## src/rtl/core/pfrt_pkg.sv

```systemverilog
// ----------------------------------------------------------------------------
// pfrt_pkg
// Types, codes and widths shared by the packet filter rule table and its cells.
// ----------------------------------------------------------------------------
package pfrt_pkg;

	// default table depth
	localparam int DEFAULT_MAX_RULES = 64;

	// field widths
	localparam int CMD_W    = 3;
	localparam int PROT_W   = 3;
	localparam int ADDR_W   = 32;
	localparam int PORT_W   = 16;
	localparam int RN_W     = 8;
	localparam int NUMBER_W = 7;

	// protocol flag positions
	localparam int FLAG_IP  = 0;
	localparam int FLAG_UDP = 1;
	localparam int FLAG_TCP = 2;

	// status codes
	localparam logic STATUS_OK   = 1'b0;
	localparam logic STATUS_FAIL = 1'b1;

	// command codes
	typedef enum logic [CMD_W-1:0] {
		CMD_ADD      = 3'd0,
		CMD_DEL_NUM  = 3'd1,
		CMD_DEL_ADDR = 3'd2,
		CMD_DEL_PORT = 3'd3,
		CMD_MATCH    = 3'd4
	} cmd_t;

	// controller states
	typedef enum logic [2:0] {
		ST_IDLE,
		ST_EVAL,
		ST_FOLD,
		ST_COMPACT,
		ST_DONE
	} state_t;

	// input item without the command, last-declared field in the low bits
	typedef struct packed {
		logic [PORT_W-1:0] filter_port;
		logic [ADDR_W-1:0] filter_addr;
		logic [RN_W-1:0]   rule_number;
		logic [PORT_W-1:0] dst_port;
		logic [PORT_W-1:0] src_port;
		logic [ADDR_W-1:0] dst_addr;
		logic [ADDR_W-1:0] src_addr;
		logic [PROT_W-1:0] protocol_flags;
	} item_t;

	// one stored rule
	typedef struct packed {
		logic [PORT_W-1:0] dst_port;
		logic [PORT_W-1:0] src_port;
		logic [ADDR_W-1:0] dst_addr;
		logic [ADDR_W-1:0] src_addr;
		logic [PROT_W-1:0] protocol;
	} rule_t;

	// result item, status in the low bit
	typedef struct packed {
		logic [NUMBER_W-1:0] rules_held;
		logic [NUMBER_W-1:0] assigned_number;
		logic                verdict;
		logic                status;
	} result_t;

	// per-cell control from the controller
	typedef struct packed {
		logic eval;
		logic compact;
		logic occupied;
		logic write;
		logic pick;
		logic pair_right;
		logic pair_left;
	} cell_ctrl_t;

endpackage

```

## src/rtl/core/pfrt_cell.sv

```systemverilog
// ----------------------------------------------------------------------------
// pfrt_cell
// One rule slot: holds a rule, compares it against the current item and
// trades places with a neighbor during compaction.
// ----------------------------------------------------------------------------
module pfrt_cell import pfrt_pkg::*; (
	input  logic       clk,
	input  logic       arst_n,
	input  cell_ctrl_t ctrl,
	input  cmd_t       cmd,
	input  item_t      item,
	input  rule_t      left_rule,
	input  logic       left_live,
	input  rule_t      right_rule,
	input  logic       right_live,
	output rule_t      rule,
	output logic       live,
	output logic       hit,
	output logic       mark
);

	rule_t rule_q;
	logic  live_q;
	logic  hit_q;
	logic  mark_q;

	logic ip_both;
	logic udp_both;
	logic tcp_both;
	logic addr_eq;
	logic port_eq;
	logic hit_c;
	logic mark_c;
	logic take_right;
	logic take_left;

	// packet compare against the stored rule
	always_comb begin
		ip_both  = item.protocol_flags[FLAG_IP]  && rule_q.protocol[FLAG_IP];
		udp_both = item.protocol_flags[FLAG_UDP] && rule_q.protocol[FLAG_UDP];
		tcp_both = item.protocol_flags[FLAG_TCP] && rule_q.protocol[FLAG_TCP];
		addr_eq  = (rule_q.src_addr == item.src_addr) || (rule_q.dst_addr == item.dst_addr);
		port_eq  = (rule_q.src_port == item.src_port) || (rule_q.dst_port == item.dst_port);
		hit_c    = (ip_both && addr_eq) || ((udp_both || tcp_both) && port_eq);
	end

	// delete selection
	always_comb begin
		case (cmd)
			CMD_DEL_NUM:  mark_c = ctrl.occupied && ctrl.pick;
			CMD_DEL_ADDR: mark_c = ctrl.occupied &&
				((rule_q.src_addr == item.filter_addr) ||
				 (rule_q.dst_addr == item.filter_addr));
			CMD_DEL_PORT: mark_c = ctrl.occupied &&
				((rule_q.src_port == item.filter_port) ||
				 (rule_q.dst_port == item.filter_port));
			default:      mark_c = 1'b0;
		endcase
	end

	// odd-even swap: a hole moves right past a live neighbor
	assign take_right = ctrl.compact && ctrl.pair_right && !live_q && right_live;
	assign take_left  = ctrl.compact && ctrl.pair_left && !left_live && live_q;

	// rule storage
	always_ff @(posedge clk) begin
		if (ctrl.write) begin
			rule_q.protocol <= item.protocol_flags;
			rule_q.src_addr <= item.src_addr;
			rule_q.dst_addr <= item.dst_addr;
			rule_q.src_port <= item.src_port;
			rule_q.dst_port <= item.dst_port;
		end else if (take_right) begin
			rule_q <= right_rule;
		end else if (take_left) begin
			rule_q <= left_rule;
		end
	end

	// cell flags
	always_ff @(posedge clk or negedge arst_n) begin
		if (!arst_n) begin
			live_q <= 1'b0;
			hit_q  <= 1'b0;
			mark_q <= 1'b0;
		end else if (ctrl.eval) begin
			hit_q  <= ctrl.occupied && hit_c;
			mark_q <= mark_c;
			live_q <= ctrl.occupied && !mark_c;
		end else if (take_right) begin
			live_q <= 1'b1;
		end else if (take_left) begin
			live_q <= 1'b0;
		end
	end

	assign rule = rule_q;
	assign live = live_q;
	assign hit  = hit_q;
	assign mark = mark_q;

endmodule

```

## config.mk

```make
export PLATFORM = sky130hd
export DESIGN_NAME = pfrt_cell
export DESIGN_NICKNAME = d
export VERILOG_FILES = /design/src/rtl/core/pfrt_pkg.sv /design/src/rtl/core/pfrt_cell.sv
export SDC_FILE = /design/constraint.sdc
export NUM_CORES = 1
export LEC_CHECK = 0
export ABC_AREA = 1
export BUFFER_PORTS_ARGS = -buffer_cell sky130_fd_sc_hd__buf_2
export CAP_MARGIN = 20
export CELL_PAD_IN_SITES_DETAIL_PLACEMENT = 0
export CELL_PAD_IN_SITES_GLOBAL_PLACEMENT = 2
export CORE_MARGIN = 4
export CORE_UTILIZATION = 20
export CTS_CLUSTER_DIAMETER = 80
export DETAILED_ROUTE_END_ITERATION = 12
export HOLD_SLACK_MARGIN = 0.02
export PLACE_DENSITY = 0.86
export SYNTH_ARGS = -nofsm -noshare
export SYNTH_HDL_FRONTEND = slang
export SYNTH_SLANG_ARGS = --single-unit
```

## constraint.sdc

```tcl
create_clock -name clk -period 4.5 [get_ports clk]
set_input_delay 1.35 -clock clk [delete_from_list [all_inputs] [get_ports clk]]
set_output_delay 1.35 -clock clk [all_outputs]
set_load 0.005 [all_outputs]
```

==> summary.md <==
| Metric | Value |
|---|---|
| CTS tree | `built` |
| Largest net degree at the start of global routing | `93` |
| Met2 Track Usage GR | `27.1%` |
| Worst-Margin Slew | `0.786 ns` |
| Total power | `2.84 mW` |
| DRT Pass-1 Iters | `6` |
| CTS clk-pin slew, worst paths | `approximately 0.08 ns` |
| Vias in the first global route | `8336` |
| Leakage Power | `4.94 nW` |
| CP startpoint | `ctrl[5]` |
| Clk sinks | `102` |
| Setup TNS | `0 ns` |
| Type of origin of the critical path | `input port` |
| Vias | `8457` |
| I/O pins | `469` |
| Util after Layout | `28.7%` |
| Post-route ant nets | `0` |
| Peak supply drop | `0.000163 V` |
| Post-CTS setup buffer count | `0` |
| Initial core utilization | `20.5%` |
| Initial antenna violation count | `6` |
| Crit Path Max Fanout | `47` |
| Min-Delay Startpoint | `hit` |
| Routed WL | `35.8 mm` |
| CTS Hold Bufs | `0` |
| Row cnt | `71` |
| Flop pwr share | `44.5%` |
| Final Cell Area | `10900 um2` |
| Outcome | `complete, no violations` |
| Worst min path class | `flop to flop` |
| Top cell type's share of synthesized area | `between 30% and 40%` |
| Maximum clock rate | `roughly 380 MHz` |
| Mapped Nets | `1401` |
| Fin. Hold Viols | `0` |
| CP Class | `input port to flop` |
| Commonest cells in the netlist | `nand2_1, nor2_1, xnor2_1, a31oi_1, edfxtp_1` |
| Worst hold slack | `0.484 ns` |
| Int Power | `1.94 mW` |
| Total grt overflow | `0` |
| CTS H-Tree Depth | `3` |
| Final slew viol count | `0` |
| Cell Area, Synth | `just under 8000 um2` |
| Sequential fraction of the synthesis area | `39.3%` |
| DP HPWL | `29.5 mm` |
| Asr flop ratio synth | `2.94%` |
| Layer with the highest usage | `met2` |
| Synth area leader | `edfxtp_1` |
| Worst clock skew | `between 0.009 and 0.01 ns` |
| Top-count cell post-synth | `nand2_1` |
| Non-Filler Instances | `about 2000` |
| Die W | `between 200 and 250 um` |
| First-pass GRT wire length | `51.1 mm` |
| Met3 usage | `approximately 4.5%` |
| WL/cell | `18.0 um` |
| Post-Synthesis Cells | `1034` |
| P_sw | `0.902 mW` |
| Total GRT Usage | `16.2%` |
| Switching fraction of total power | `31.8%` |
| Post-placement worst setup slack | `1.45 ns` |
| Final Setup Violations | `0` |
| Post-Syn Area per Cell | `around 7.5 um2` |
| Final Critical Period | `approximately 2.7 ns` |
| Area growth from synthesis to layout | `40.4%` |
| Final WS setup | `1.83 ns` |
| Reg-to-Reg Start | `live` |
| Top_reg_cell synth | `edfxtp_1` |
| RSZ-0062 raised after global routing | `false` |
| Resized cells post-CTS | `0` |
| DRC | `0` |
| Main area contributors after synthesis | `edfxtp_1, nand2_1, xnor2_1, a31oi_1, nor2_1` |
| CTS buffer count | `9` |
| Unique cell type count in the Yosys netlist | `30` |
| Clock network power share | `~28%` |
| YS warnings | `0` |
| I/O Buffers | `460` |
| Crit end category | `flop` |
| Part of the power in combinational logic | `27.1%` |
| Gp weighted congestion | `between 0.9 and 1` |
| GR met1 Demand/Resource | `20.9%` |
| #FFs+latches synth | `102` |
| Worst rel slew slack | `47.6%` |
| Max-capacitance violation count | `0` |
| Iteration-0 DRC Markers | `528` |
| Fin nets | `1838` |
| Die area | `42000 um2` |
| Root Driver | `clkbuf_16` |
| Placed inst area | `around 11000 um2` |
| Max Root-Sink Buffers | `2` |
| DR vias/cell | `4.25` |
| Clk Latency, worst-skew pair | `0.38 ns` |
| Die height | `205 um` |
| Layout cells sized above 1 | `33.5%` |
| Core box area | `37900 um2` |
| Pwr per Cell Area | `261 nW/um2` |
| EDFF count, synth | `99` |
| Crit path required time | `4.73 ns` |
| Placed insts | `1971` |
| Arrival time at the worst endpoint | `between 2 and 3 ns` |
| Period utilization | `approximately 59%` |
==> state kept, by name, summed over array words and instances (netlist names) <==
signal,count
rule,99
live,1
mark,1
hit,1
==> worst paths after layout <==
path	endpoint	slack (ns)	cells after the start
setup / recovery	rule[86]	1.83	7
hold / removal	hit	0.48	2
setup reg to reg	rule[21]	2.45	4
hold reg to reg	hit	0.48	2
max in group asynchronous	mark	3.63	1
min in group asynchronous	live	0.75	1
==> power groups by stage <==
stage	logic, mW	registers [mW]	clock network [mW]
after floorplan	0.392	1.26	0
after global placement	0.769	1.28	0
after detailed placement	0.776	1.28	0
after CTS	0.779	1.26	0.844
after global routing	0.858	1.27	0.872
final	0.768	1.26	0.808
==> cell usage in the layout (no fill, tap or decap), types with 3 or more instances in the layout <==
| master | netlist | routed |
|---|---|---|
| buf_2 | 13 | 460 |
| a31oi_1 | 99 | 99 |
| nand2_1 | 360 | 359 |
| o21ai_0 | 3 | 3 |
| diode_2 | 0 | 5 |
| edfxtp_1 | 99 | 99 |
| nand4_1 | 12 | 12 |
| inv_1 | 51 | 51 |
| xnor2_1 | 142 | 142 |
| or2_0 | 6 | 6 |
| nand3_1 | 15 | 14 |
| o21ai_1 | 3 | 3 |
| dfrtp_1 | 3 | 3 |
| nor3_1 | 4 | 4 |
| or2_1 | 10 | 10 |
| nor2_1 | 160 | 160 |
| clkbuf_16 | 0 | 9 |
| buf_4 | 8 | 6 |
| xor2_1 | 9 | 9 |
==> cells by family after synthesis <==
logic type | synth area share (%)
AOI/OAI and AO/OA | 9.03
and+or+nand+nor | 29.2
xor gates and xnor gates | 17.0
buffers and inverters | 5.43
DFF | 39.3
==> metal layers <==
metal / vias up / share of wire (%)
li1: 4255 / -
met3: 27 / 6.4
met4: 4 / 1.2
met5: - / 0.064
met2: 275 / 49
met1: 3896 / 44
==> critical path: stages <==
cell and delay (ns):
buf_2 0.11, nand2_1 0.06, nor2_1 0.06, nand2_4 0.25, buf_4 0.56, nand2_1 0.20
a31oi_1 0.21
==> layout make-up <==
| type | instances | area, um2 |
|---|---|---|
| clock buffer | 13 | 260 |
| antenna | 5 | 12.5 |
| inverter | 56 | 218 |
| fill | 4308 | 27000 |
| tap | 511 | 639 |
| multi-input combinational | 834 | 4310 |
| timing repair buffer | 468 | 2390 |
| clock inverter | 3 | 18.8 |
| sequential | 102 | 3050 |
Power figures use the tool's default switching activity.
